$ cat src/design/elc_pkg.sv
// Package for the three-floor elevator controller: sizes, register and floor codes,
// configuration, queue-memory and result types, and the floor decoder.
// No dependencies.
`default_nettype none

package elc_pkg;

	localparam int QUEUE_DEPTH = 16;
	localparam int MAX_RIDERS  = 4;
	localparam int NUM_FLOORS  = 3;

	localparam int QIDX_W    = (QUEUE_DEPTH > 1) ? $clog2(QUEUE_DEPTH) : 1;
	localparam int LEN_W     = $clog2(QUEUE_DEPTH + 1);
	localparam int CIDX_W    = (MAX_RIDERS > 1) ? $clog2(MAX_RIDERS) : 1;
	localparam int CLEN_W    = $clog2(MAX_RIDERS + 1);
	localparam int ADDR_W    = QIDX_W + 2;
	localparam int MEM_DEPTH = NUM_FLOORS << QIDX_W;

	localparam logic [1:0] FLOOR_BETWEEN = 2'd3;

	localparam logic FUNC_TICK    = 1'b0;
	localparam logic FUNC_REQUEST = 1'b1;

	localparam logic [1:0] REG_IDLE_TICKS = 2'd0;
	localparam logic [1:0] REG_CAPACITY   = 2'd1;
	localparam logic [1:0] REG_FLOOR1     = 2'd2;
	localparam logic [1:0] REG_FLOOR2     = 2'd3;

	localparam logic [15:0] RST_IDLE_TICKS = 16'd300;
	localparam logic [2:0]  RST_CAPACITY   = 3'd4;
	localparam logic [8:0]  RST_FLOOR1     = 9'd200;
	localparam logic [8:0]  RST_FLOOR2     = 9'd390;

	typedef struct packed {
		logic [15:0] idle_ticks;
		logic [2:0]  cabin_capacity;
		logic [8:0]  floor1_height;
		logic [8:0]  floor2_height;
	} cfg_t;

	typedef struct packed {
		logic              rd_en;
		logic [ADDR_W-1:0] rd_addr;
		logic              wr_en;
		logic [ADDR_W-1:0] wr_addr;
		logic [1:0]        wr_data;
	} qmem_req_t;

	typedef struct packed {
		logic [8:0] car_height;
		logic       going_down;
		logic [1:0] at_floor;
		logic [2:0] riders;
		logic       request_dropped;
	} result_t;

	function automatic logic [1:0] floor_of(input logic [8:0] h, input logic [8:0] f1,
			input logic [8:0] f2);
		logic [1:0] f;
		if (h == 9'd0) begin
			f = 2'd0;
		end else if (h < f1) begin
			f = FLOOR_BETWEEN;
		end else if (h == f1) begin
			f = 2'd1;
		end else if (h == f2) begin
			f = 2'd2;
		end else begin
			f = FLOOR_BETWEEN;
		end
		return f;
	endfunction

endpackage

`default_nettype wire

$ cat src/design/elc_qmem.sv
// Waiting-passenger queue memory: one entry per queued destination, three floor queues.
// One write port, one read port with registered data. Depends on elc_pkg.
`default_nettype none

module elc_qmem (
	input  wire logic                clk,
	input  wire elc_pkg::qmem_req_t  req,
	output logic [1:0]               rd_data_q
);

	logic [1:0] mem_q [elc_pkg::MEM_DEPTH];

	always_ff @(posedge clk) begin
		if (req.wr_en) begin
			mem_q[req.wr_addr] <= req.wr_data;
		end
		if (req.rd_en) begin
			rd_data_q <= mem_q[req.rd_addr];
		end
	end

endmodule

`default_nettype wire

$ cat src/design/elc_ctrl.sv
// Elevator sequencer: car state, cabin list, queue lengths, idle timer, and the
// read-modify-write passes over the queue memory. Depends on elc_pkg.
`default_nettype none

module elc_ctrl (
	input  wire logic               clk,
	input  wire logic               arst_n,
	input  wire logic               start,
	input  wire logic               func,
	input  wire logic [1:0]         from_floor,
	input  wire logic [1:0]         to_floor,
	input  wire elc_pkg::cfg_t      cfg,
	input  wire logic [1:0]         rd_data,
	output elc_pkg::qmem_req_t      mem_req,
	output logic                    busy,
	output logic                    done,
	output elc_pkg::result_t        res
);

	localparam logic [2:0] ST_IDLE   = 3'd0;
	localparam logic [2:0] ST_TICK   = 3'd1;
	localparam logic [2:0] ST_CABIN  = 3'd2;
	localparam logic [2:0] ST_SCAN   = 3'd3;
	localparam logic [2:0] ST_PACK   = 3'd4;
	localparam logic [2:0] ST_DECIDE = 3'd5;
	localparam logic [2:0] ST_FIN    = 3'd6;

	localparam int LW = elc_pkg::LEN_W;
	localparam int CW = elc_pkg::CLEN_W;
	localparam int QW = elc_pkg::QIDX_W;
	localparam int CI = elc_pkg::CIDX_W;

	logic [2:0]       state_q, state_d;
	logic             busy_q, busy_d;
	logic             done_q, done_d;
	elc_pkg::result_t res_q, res_d;
	logic [8:0]       pos_q, pos_d;
	logic             dir_q, dir_d;
	logic             home_q, home_d;
	logic             armed_q, armed_d;
	logic [15:0]      icnt_q, icnt_d;
	logic [LW-1:0]    wlen_q [elc_pkg::NUM_FLOORS];
	logic [LW-1:0]    wlen_d [elc_pkg::NUM_FLOORS];
	logic [1:0]       cab_q [elc_pkg::MAX_RIDERS];
	logic [1:0]       cab_d [elc_pkg::MAX_RIDERS];
	logic [CW-1:0]    clen_q, clen_d;
	logic [CW-1:0]    ci_q, ci_d;
	logic [CW-1:0]    ck_q, ck_d;
	logic [1:0]       sf_q, sf_d;
	logic [LW-1:0]    cnt_q, cnt_d;
	logic [LW-1:0]    k_q, k_d;
	logic [elc_pkg::QUEUE_DEPTH-1:0] mask_q, mask_d;
	logic             drop_q, drop_d;
	logic             rv_s1, rv_d;
	logic [QW-1:0]    ridx_s1, ridx_d;

	logic [LW-1:0]    len_from, len_sf;
	logic             req_ok, any_wait, ahead, way, board, keep, up;
	logic [1:0]       cur_floor, cval;
	logic [15:0]      icnt_inc;
	logic [CW-1:0]    cap;

	assign busy    = busy_q;
	assign done    = done_q;
	assign res     = res_q;
	assign up      = ~dir_q;
	assign cur_floor = elc_pkg::floor_of(pos_q, cfg.floor1_height, cfg.floor2_height);
	assign icnt_inc  = (icnt_q != 16'hFFFF) ? icnt_q + 16'd1 : icnt_q;
	assign any_wait  = (wlen_q[0] != '0) || (wlen_q[1] != '0) || (wlen_q[2] != '0);
	assign cap = (32'(cfg.cabin_capacity) < 32'(elc_pkg::MAX_RIDERS)) ?
		CW'(cfg.cabin_capacity) : CW'(elc_pkg::MAX_RIDERS);
	assign way   = up ? (rd_data > sf_q) : (rd_data < sf_q);
	assign board = rv_s1 && way && (clen_q < cap);
	assign keep  = rv_s1 && !mask_q[ridx_s1];
	assign req_ok = (from_floor != elc_pkg::FLOOR_BETWEEN) &&
		(to_floor != elc_pkg::FLOOR_BETWEEN) && (from_floor != to_floor) &&
		(len_from < LW'(elc_pkg::QUEUE_DEPTH));

	always_comb begin
		len_from = '0;
		len_sf   = '0;
		for (int i = 0; i < elc_pkg::NUM_FLOORS; i++) begin
			if (from_floor == 2'(i)) len_from = wlen_q[i];
			if (sf_q == 2'(i)) len_sf = wlen_q[i];
		end
	end

	always_comb begin
		ahead = 1'b0;
		for (int i = 0; i < elc_pkg::MAX_RIDERS; i++) begin
			if ((CW'(i) < clen_q) && (up ? (cab_q[i] > sf_q) : (cab_q[i] < sf_q))) begin
				ahead = 1'b1;
			end
		end
		for (int i = 0; i < elc_pkg::NUM_FLOORS; i++) begin
			if ((up ? (2'(i) > sf_q) : (2'(i) < sf_q)) && (wlen_q[i] != '0)) begin
				ahead = 1'b1;
			end
		end
	end

	always_comb begin
		state_d = state_q;
		busy_d  = busy_q;
		done_d  = 1'b0;
		res_d   = res_q;
		pos_d   = pos_q;
		dir_d   = dir_q;
		home_d  = home_q;
		armed_d = armed_q;
		icnt_d  = icnt_q;
		wlen_d  = wlen_q;
		cab_d   = cab_q;
		clen_d  = clen_q;
		ci_d    = ci_q;
		ck_d    = ck_q;
		sf_d    = sf_q;
		cnt_d   = cnt_q;
		k_d     = k_q;
		mask_d  = mask_q;
		drop_d  = drop_q;
		rv_d    = 1'b0;
		ridx_d  = ridx_s1;
		cval    = '0;
		mem_req = '0;
		unique case (state_q)
			ST_IDLE: begin
				if (start) begin
					busy_d = 1'b1;
					if (func == elc_pkg::FUNC_REQUEST) begin
						icnt_d = '0;
						drop_d = ~req_ok;
						if (req_ok) begin
							mem_req.wr_en   = 1'b1;
							mem_req.wr_addr = {from_floor, QW'(len_from)};
							mem_req.wr_data = to_floor;
							for (int i = 0; i < elc_pkg::NUM_FLOORS; i++) begin
								if (from_floor == 2'(i)) wlen_d[i] = len_from + LW'(1);
							end
						end
						state_d = ST_FIN;
					end else begin
						drop_d  = 1'b0;
						state_d = ST_TICK;
					end
				end
			end
			ST_TICK: begin
				if (!any_wait && clen_q == '0 && !home_q) begin
					if (!armed_q) begin
						icnt_d  = '0;
						armed_d = 1'b1;
					end else begin
						icnt_d = icnt_inc;
						if (icnt_inc >= cfg.idle_ticks) begin
							dir_d   = 1'b1;
							home_d  = 1'b1;
							armed_d = 1'b0;
						end
					end
					state_d = ST_FIN;
				end else begin
					armed_d = 1'b0;
					if (cur_floor == 2'd0) home_d = 1'b0;
					if (cur_floor == elc_pkg::FLOOR_BETWEEN) begin
						pos_d   = dir_q ? pos_q - 9'd1 : pos_q + 9'd1;
						state_d = ST_FIN;
					end else begin
						sf_d    = cur_floor;
						ci_d    = '0;
						ck_d    = '0;
						state_d = ST_CABIN;
					end
				end
			end
			ST_CABIN: begin
				// unload riders bound for this floor, keep the rest in order
				if (ci_q < clen_q) begin
					cval = cab_q[ci_q[CI-1:0]];
					if (cval != sf_q) begin
						cab_d[ck_q[CI-1:0]] = cval;
						ck_d = ck_q + CW'(1);
					end
					ci_d = ci_q + CW'(1);
				end else begin
					clen_d  = ck_q;
					cnt_d   = len_sf;
					mask_d  = '0;
					state_d = ST_SCAN;
				end
			end
			ST_SCAN: begin
				// newest to oldest; boarded entries marked for the pack pass
				if (cnt_q != '0) begin
					mem_req.rd_en   = 1'b1;
					mem_req.rd_addr = {sf_q, QW'(cnt_q - LW'(1))};
					rv_d   = 1'b1;
					ridx_d = QW'(cnt_q - LW'(1));
					cnt_d  = cnt_q - LW'(1);
				end
				if (board) begin
					cab_d[clen_q[CI-1:0]] = rd_data;
					clen_d = clen_q + CW'(1);
					mask_d[ridx_s1] = 1'b1;
				end
				if (cnt_q == '0) begin
					if (mask_d != '0) begin
						cnt_d   = '0;
						k_d     = '0;
						state_d = ST_PACK;
					end else begin
						state_d = ST_DECIDE;
					end
				end
			end
			ST_PACK: begin
				// oldest to newest; write slot never passes the read slot
				if (cnt_q < len_sf) begin
					mem_req.rd_en   = 1'b1;
					mem_req.rd_addr = {sf_q, cnt_q[QW-1:0]};
					rv_d   = 1'b1;
					ridx_d = cnt_q[QW-1:0];
					cnt_d  = cnt_q + LW'(1);
				end
				if (keep) begin
					mem_req.wr_en   = 1'b1;
					mem_req.wr_addr = {sf_q, k_q[QW-1:0]};
					mem_req.wr_data = rd_data;
					k_d = k_q + LW'(1);
				end
				if (cnt_q == len_sf) begin
					for (int i = 0; i < elc_pkg::NUM_FLOORS; i++) begin
						if (sf_q == 2'(i)) wlen_d[i] = k_d;
					end
					state_d = ST_DECIDE;
				end
			end
			ST_DECIDE: begin
				if (!dir_q) begin
					if (!ahead) dir_d = 1'b1;
					else pos_d = pos_q + 9'd1;
				end else begin
					if (!ahead && !home_q) dir_d = 1'b0;
					else pos_d = pos_q - 9'd1;
				end
				state_d = ST_FIN;
			end
			ST_FIN: begin
				res_d.car_height      = pos_q;
				res_d.going_down      = dir_q;
				res_d.at_floor        = cur_floor;
				res_d.riders          = 3'(clen_q);
				res_d.request_dropped = drop_q;
				done_d  = 1'b1;
				busy_d  = 1'b0;
				state_d = ST_IDLE;
			end
			default: begin
				state_d = ST_IDLE;
			end
		endcase
	end

	always_ff @(posedge clk or negedge arst_n) begin
		if (!arst_n) begin
			state_q <= ST_IDLE;
			busy_q  <= 1'b0;
			done_q  <= 1'b0;
			pos_q   <= '0;
			dir_q   <= 1'b0;
			home_q  <= 1'b0;
			armed_q <= 1'b0;
			icnt_q  <= '0;
			clen_q  <= '0;
			rv_s1   <= 1'b0;
			for (int i = 0; i < elc_pkg::NUM_FLOORS; i++) begin
				wlen_q[i] <= '0;
			end
		end else begin
			state_q <= state_d;
			busy_q  <= busy_d;
			done_q  <= done_d;
			pos_q   <= pos_d;
			dir_q   <= dir_d;
			home_q  <= home_d;
			armed_q <= armed_d;
			icnt_q  <= icnt_d;
			clen_q  <= clen_d;
			rv_s1   <= rv_d;
			wlen_q  <= wlen_d;
		end
	end

	always_ff @(posedge clk) begin
		res_q   <= res_d;
		cab_q   <= cab_d;
		ci_q    <= ci_d;
		ck_q    <= ck_d;
		sf_q    <= sf_d;
		cnt_q   <= cnt_d;
		k_q     <= k_d;
		mask_q  <= mask_d;
		drop_q  <= drop_d;
		ridx_s1 <= ridx_d;
	end

endmodule

`default_nettype wire

$ cat src/design/three_floor_elevator_controller_unit.sv
// Top level of the three-floor elevator controller: configuration registers,
// sequencer and queue memory. Depends on elc_pkg, elc_qmem, elc_ctrl.
//
// channel   handshake                 word
// -------   ------------------------  ---------------------------------------------
// command   start / busy              func, from_floor, to_floor
// result    done (one-cycle strobe)   car_height, going_down, at_floor, riders,
//                                     request_dropped
// config    cfg_valid / cfg_ready     cfg_index, cfg_data
//
// A request goes from acceptance straight to the result state; a tick between floors
// moves the car one step and finishes. A tick at a floor unloads the cabin list, scans
// that floor's queue and, when anyone boards, packs it, then decides the direction;
// these passes run serially over the queue memory's single read port.
// Reset clears car, timer, cabin count and queue lengths; no clearing pass is needed.
// Results cannot be stalled; the next command is taken in the cycle done is high.
`default_nettype none

module three_floor_elevator_controller_unit (
	input  wire logic        clk,
	input  wire logic        arst_n,
	input  wire logic        start,
	output logic             busy,
	input  wire logic        func,
	input  wire logic [1:0]  from_floor,
	input  wire logic [1:0]  to_floor,
	output logic             done,
	output logic [8:0]       car_height,
	output logic             going_down,
	output logic [1:0]       at_floor,
	output logic [2:0]       riders,
	output logic             request_dropped,
	input  wire logic        cfg_valid,
	output logic             cfg_ready,
	input  wire logic [1:0]  cfg_index,
	input  wire logic [15:0] cfg_data
);

	elc_pkg::cfg_t      cfg_q;
	elc_pkg::qmem_req_t mem_req;
	elc_pkg::result_t   res;
	logic [1:0]         rd_data;

	assign cfg_ready = ~busy;

	always_ff @(posedge clk or negedge arst_n) begin
		if (!arst_n) begin
			cfg_q.idle_ticks     <= elc_pkg::RST_IDLE_TICKS;
			cfg_q.cabin_capacity <= elc_pkg::RST_CAPACITY;
			cfg_q.floor1_height  <= elc_pkg::RST_FLOOR1;
			cfg_q.floor2_height  <= elc_pkg::RST_FLOOR2;
		end else if (cfg_valid && cfg_ready) begin
			unique case (cfg_index)
				elc_pkg::REG_IDLE_TICKS: cfg_q.idle_ticks     <= cfg_data;
				elc_pkg::REG_CAPACITY:   cfg_q.cabin_capacity <= cfg_data[2:0];
				elc_pkg::REG_FLOOR1:     cfg_q.floor1_height  <= cfg_data[8:0];
				elc_pkg::REG_FLOOR2:     cfg_q.floor2_height  <= cfg_data[8:0];
				default: begin
				end
			endcase
		end
	end

	elc_qmem u_qmem (
		.clk       (clk),
		.req       (mem_req),
		.rd_data_q (rd_data)
	);

	elc_ctrl u_ctrl (
		.clk        (clk),
		.arst_n     (arst_n),
		.start      (start),
		.func       (func),
		.from_floor (from_floor),
		.to_floor   (to_floor),
		.cfg        (cfg_q),
		.rd_data    (rd_data),
		.mem_req    (mem_req),
		.busy       (busy),
		.done       (done),
		.res        (res)
	);

	assign car_height      = res.car_height;
	assign going_down      = res.going_down;
	assign at_floor        = res.at_floor;
	assign riders          = res.riders;
	assign request_dropped = res.request_dropped;

endmodule

`default_nettype wire

$ cat config.mk
export PLATFORM = sky130hd
export DESIGN_NAME = three_floor_elevator_controller_unit
export DESIGN_NICKNAME = d
export VERILOG_FILES = /design/src/design/elc_pkg.sv /design/src/design/elc_qmem.sv /design/src/design/elc_ctrl.sv /design/src/design/three_floor_elevator_controller_unit.sv
export SDC_FILE = /design/constraint.sdc
export NUM_CORES = 1
export LEC_CHECK = 0
export BUFFER_PORTS_ARGS = -buffer_cell sky130_fd_sc_hd__buf_2
export CORE_MARGIN = 1
export CORE_UTILIZATION = 45
export CTS_BUF_LIST = sky130_fd_sc_hd__clkbuf_8 sky130_fd_sc_hd__clkbuf_16
export CTS_CLUSTER_SIZE = 16
export DETAILED_ROUTE_END_ITERATION = 8
export HOLD_SLACK_MARGIN = 0.06
export PLACE_DENSITY_LB_ADDON = 0.08
export SLEW_MARGIN = 20
export SYNTH_ARGS = -nofsm -noshare
export SYNTH_HDL_FRONTEND = slang
export SYNTH_SLANG_ARGS = --single-unit
$ cat constraint.sdc
create_clock -name clk -period 8.6 [get_ports clk]
set_clock_uncertainty 0.15 [all_clocks]
set_input_delay 1.72 -clock clk [delete_from_list [all_inputs] [get_ports clk]]
set_output_delay 1.72 -clock clk [all_outputs]
set_load 0.01 [all_outputs]
==> metrics.md <==
| Metric | Value |
|---|---|
| Fin area | `15200 sq um` |
| FF-to-FF End | `u_qmem.rd_data_q[1]$_DFFE_PP_` |
| TNS Setup | `0 ns` |
| Iteration-0 DRC Markers | `about 800` |
| Min-delay src | `u_ctrl.drop_q$_SDFFCE_PN0P_` |
| Max_cap viols | `0` |
| Clk buf depth | `3` |
| Buffer count from post-CTS setup fixing | `0` |
| Min Clock Period, post-route | `~5.2 ns` |
| Worst Setup Start Kind | `register` |
| CP arrival | `5.28 ns` |
| Latest clock arrival within the worst-skew pair | `0.56 ns` |
| Number of antenna violations at the first check in global routing | `0` |
| Highest metal used | `met4` |
| Sequential fraction of design power | `0.383` |
| Routed wire length | `approximately 33000 um` |
| Worst Hold End | `u_ctrl.res[0]$_DFFE_PP_` |
| LEAKAGE | `6.02 nW` |
| DR vias | `around 9.7k` |
| P per Cell Area | `339 nW/um^2` |
| Wire length per cell | `19.3 um` |
| Crit path kind | `register to register` |
| Layout Cells excl Fill | `around 1.7k` |
| Share of total power in combinational logic | `0.364` |
| Syn Inst Count | `1259` |
| Core Area | `29600 sq um` |
| Post-cts gate resize count | `0` |
| Seq cells post-synth | `between 200 and 300` |
| Cell Area, Placed | `roughly 14000 sq um` |
| Asr flop ratio synth | `0.356` |
| Largest net degree at the start of global routing | `70` |
| Area delta synth->final | `11.8%` |
| Worst EP required | `between 8 and 9 ns` |
| Reg2reg start | `u_ctrl.sf_q[0]$_DFFE_PP_` |
| Root buffer cell | `clkbuf_16` |
| CP Max Fanout | `20` |
| Clk sink count | `250` |
| DR WL met3 | `between 1500 and 2000 um` |
| R2R Setup Slk | `3.44 ns` |
| Fill count | `~2.7k` |
| Setup-failing EPs final | `0` |
| Final Hold Fails | `0` |
| Commonest non-fill, non-tap cell in the layout | `edfxtp_1` |
| Post-Syn Area per Cell | `about 11 sq um` |
| Slew @ Worst Pin | `~1.1 ns` |
| Hold Crit Class | `register to register` |
| Peak supply drop | `around 0.16 mV` |
| CP peak stage delay | `about 0.61 ns` |
| H-tree Lvls | `1` |
| Hold Crit Depth | `0` |
| Reg2reg path depth | `13` |
| Warnings from Yosys | `0` |
| First-pass GRT wire length | `around 53000 um` |
| Tot GR Track Use | `0.219` |
| Final design utilization | `0.511` |
| Hold WS | `around 0.34 ns` |
| Syn Nets | `approximately 1.4k` |
| DIE AREA | `30800 sq um` |
| DP HPWL | `approximately 23000 um` |
| Fin crit share | `0.600` |
| Total congestion overflow | `0` |
| Net Sw Frac | `0.370` |
| DR pass1 iterations | `6` |
| TritonCTS clock tree | `built` |
| Sequential element share of the synthesized area | `0.522` |
| Clock slew at reported path FFs | `about 0.060 ns` |
| Synthesized area | `about 14000 sq um` |
| Placer Congestion | `0.836` |
| Net Sw Power | `approximately 0.0019 W` |
| Met1 Wirelength | `between 15000 and 20000 um` |
| Post-route ant nets | `0` |
| Die Ht | `~180 um` |
| Fin. max-slew vios | `0` |
| Initial core utilization | `0.458` |
| Int Pwr | `around 0.0032 W` |
| Boundary Pins | `between 40 and 50` |
| Number of buffers created by CTS | `29` |
| Number of global-route vias before repair | `9468` |
| Outcome | `completed` |
| EDFF count, synth | `approximately 160` |
| Die width | `176 um` |
| Port Buf Inserts | `45` |
| Layout cell share with drive strength beyond 1 | `0.137` |
| Cts hold-fix bufs | `0` |
| Max Fclk | `~190 MHz` |
| Via-to-Cell Ratio | `around 5.7` |
| Final nets | `about 1.4k` |
| DRC viols | `0` |
| Synth unique cells | `between 70 and 80` |
| Dpl cells | `~1.7k` |
| Clock Power Share | `0.254` |
| CP max-delay cell | `nor2_1` |
| Core Rows | `63` |
| Most frequent cells in the layout | `edfxtp_1, nor2_1, nand2_1` |
| Worst-path cell chain | `buf_4 -> clkinv_1 -> nor2_1 -> a21oi_1 -> ha_1 -> nor2b_1 -> o31ai_1 -> a22oi_1 -> a21oi_2 -> inv_1 -> or4_1 -> a211oi_2 -> a221oi_2` |
| Slew HR | `0.277` |
| Synth Flop Type | `edfxtp_1` |
| Wire length on met2 | `15200 um` |
| CP endpoint kind | `register` |
| Unrepaired setup endpoints after global routing | `no` |
| # diodes | `0` |
## sequential cells by signal, summed over array words and instances, names as in the netlist, 4 cells and up
register and count:
cfg_q 37, u_ctrl.cab_q 8, u_ctrl.cnt_q 5, u_ctrl.icnt_q 16, u_ctrl.k_q 5, u_ctrl.mask_q 16, u_ctrl.pos_q 9, u_ctrl.res 16
u_ctrl.ridx_s1 4, u_ctrl.wlen_q 15, u_qmem.mem_q 96
## cell usage after synthesis, types with 19 or more instances
library cell,instances,area (sq um)
edfxtp_1,161,4830
nor2_1,133,499
nand2_1,124,465
a21oi_1,84,420
dfrtp_1,77,1930
o21ai_0,69,345
ha_1,68,851
inv_1,61,229
mux2_2,37,417
mux2i_1,36,360
xnor2_1,35,307
clkbuf_1,33,124
nand3_1,31,155
a22oi_1,19,143
## layer usage
layer | track usage | up-vias
met3 | 0.0318 | 42
met4 | 0.0449 | 0
li1 | - | 4684
met1 | 0.320 | 4716
met5 | 0 | -
met2 | 0.347 | 253
## cells by family after synthesis
logic type | synth area share
compound gates | 0.140
simple gates | 0.141
fa+ha+maj | 0.0642
xor+xnor | 0.0284
flops | 0.522
buf+inv | 0.0365
mux | 0.0689
## metrics by stage
stage | power (W) | worst slack, ns
after floorplan | 0.00331 | 3.80
after global placement | 0.00382 | 3.26
after detailed placement | 0.00384 | 3.24
after CTS | 0.00516 | 3.24
after global routing | 0.00549 | 3.01
final | 0.00514 | 3.44
## how the worst max path moves through the flow
stage / endpoint / startpoint / depth (start not counted)
6_report: u_qmem.rd_data_q[1]$_DFFE_PP_ / u_ctrl.sf_q[0]$_DFFE_PP_ / 13
3_3_place_gp: u_qmem.rd_data_q[1]$_DFFE_PP_ / u_ctrl.sf_q[0]$_DFFE_PP_ / 13
4_1_cts: u_qmem.rd_data_q[1]$_DFFE_PP_ / u_ctrl.sf_q[0]$_DFFE_PP_ / 13
2_1_floorplan: u_qmem.mem_q[0][0]$_DFFE_PP_ / from_floor[0] / 7
5_1_grt: u_ctrl.dir_q$_DFFE_PN0P_ / u_ctrl.icnt_q[0]$_DFFE_PN0P_ / 16
3_5_place_dp: u_qmem.rd_data_q[1]$_DFFE_PP_ / u_ctrl.sf_q[0]$_DFFE_PP_ / 13
## cell type report
class / instances / area, sq um / area share
timing repair buffer: 56 / 310 / 0.0205
clock buffer: 30 / 739 / 0.0488
tap: 390 / 488 / 0.0322
multi-input combinational: 893 / 6040 / 0.399
sequential: 250 / 7080 / 0.467
inverter: 62 / 233 / 0.0154
clock inverter: 22 / 268 / 0.0177
## critical path, delay by kind of cell, from the launching register on
kind,cells,cell delay [ns]
fa+ha+maj,1,0.33
simple gates,3,1.31
compound gates,6,1.88
buf+inv,3,0.85
flops,1,0.32
## power groups by stage
| stage | sequential (W) | combinational, W | clock, W |
|---|---|---|---|
| global placement | 0.00198 | 0.00184 | 0 |
| CTS | 0.00196 | 0.00187 | 0.00133 |
| detailed placement | 0.00198 | 0.00186 | 0 |
| finish | 0.00196 | 0.00187 | 0.00130 |
| global route | 0.00201 | 0.00211 | 0.00137 |
| floorplan | 0.00185 | 0.00146 | 0 |
No activity file was read; power rests on OpenSTA's default activity.
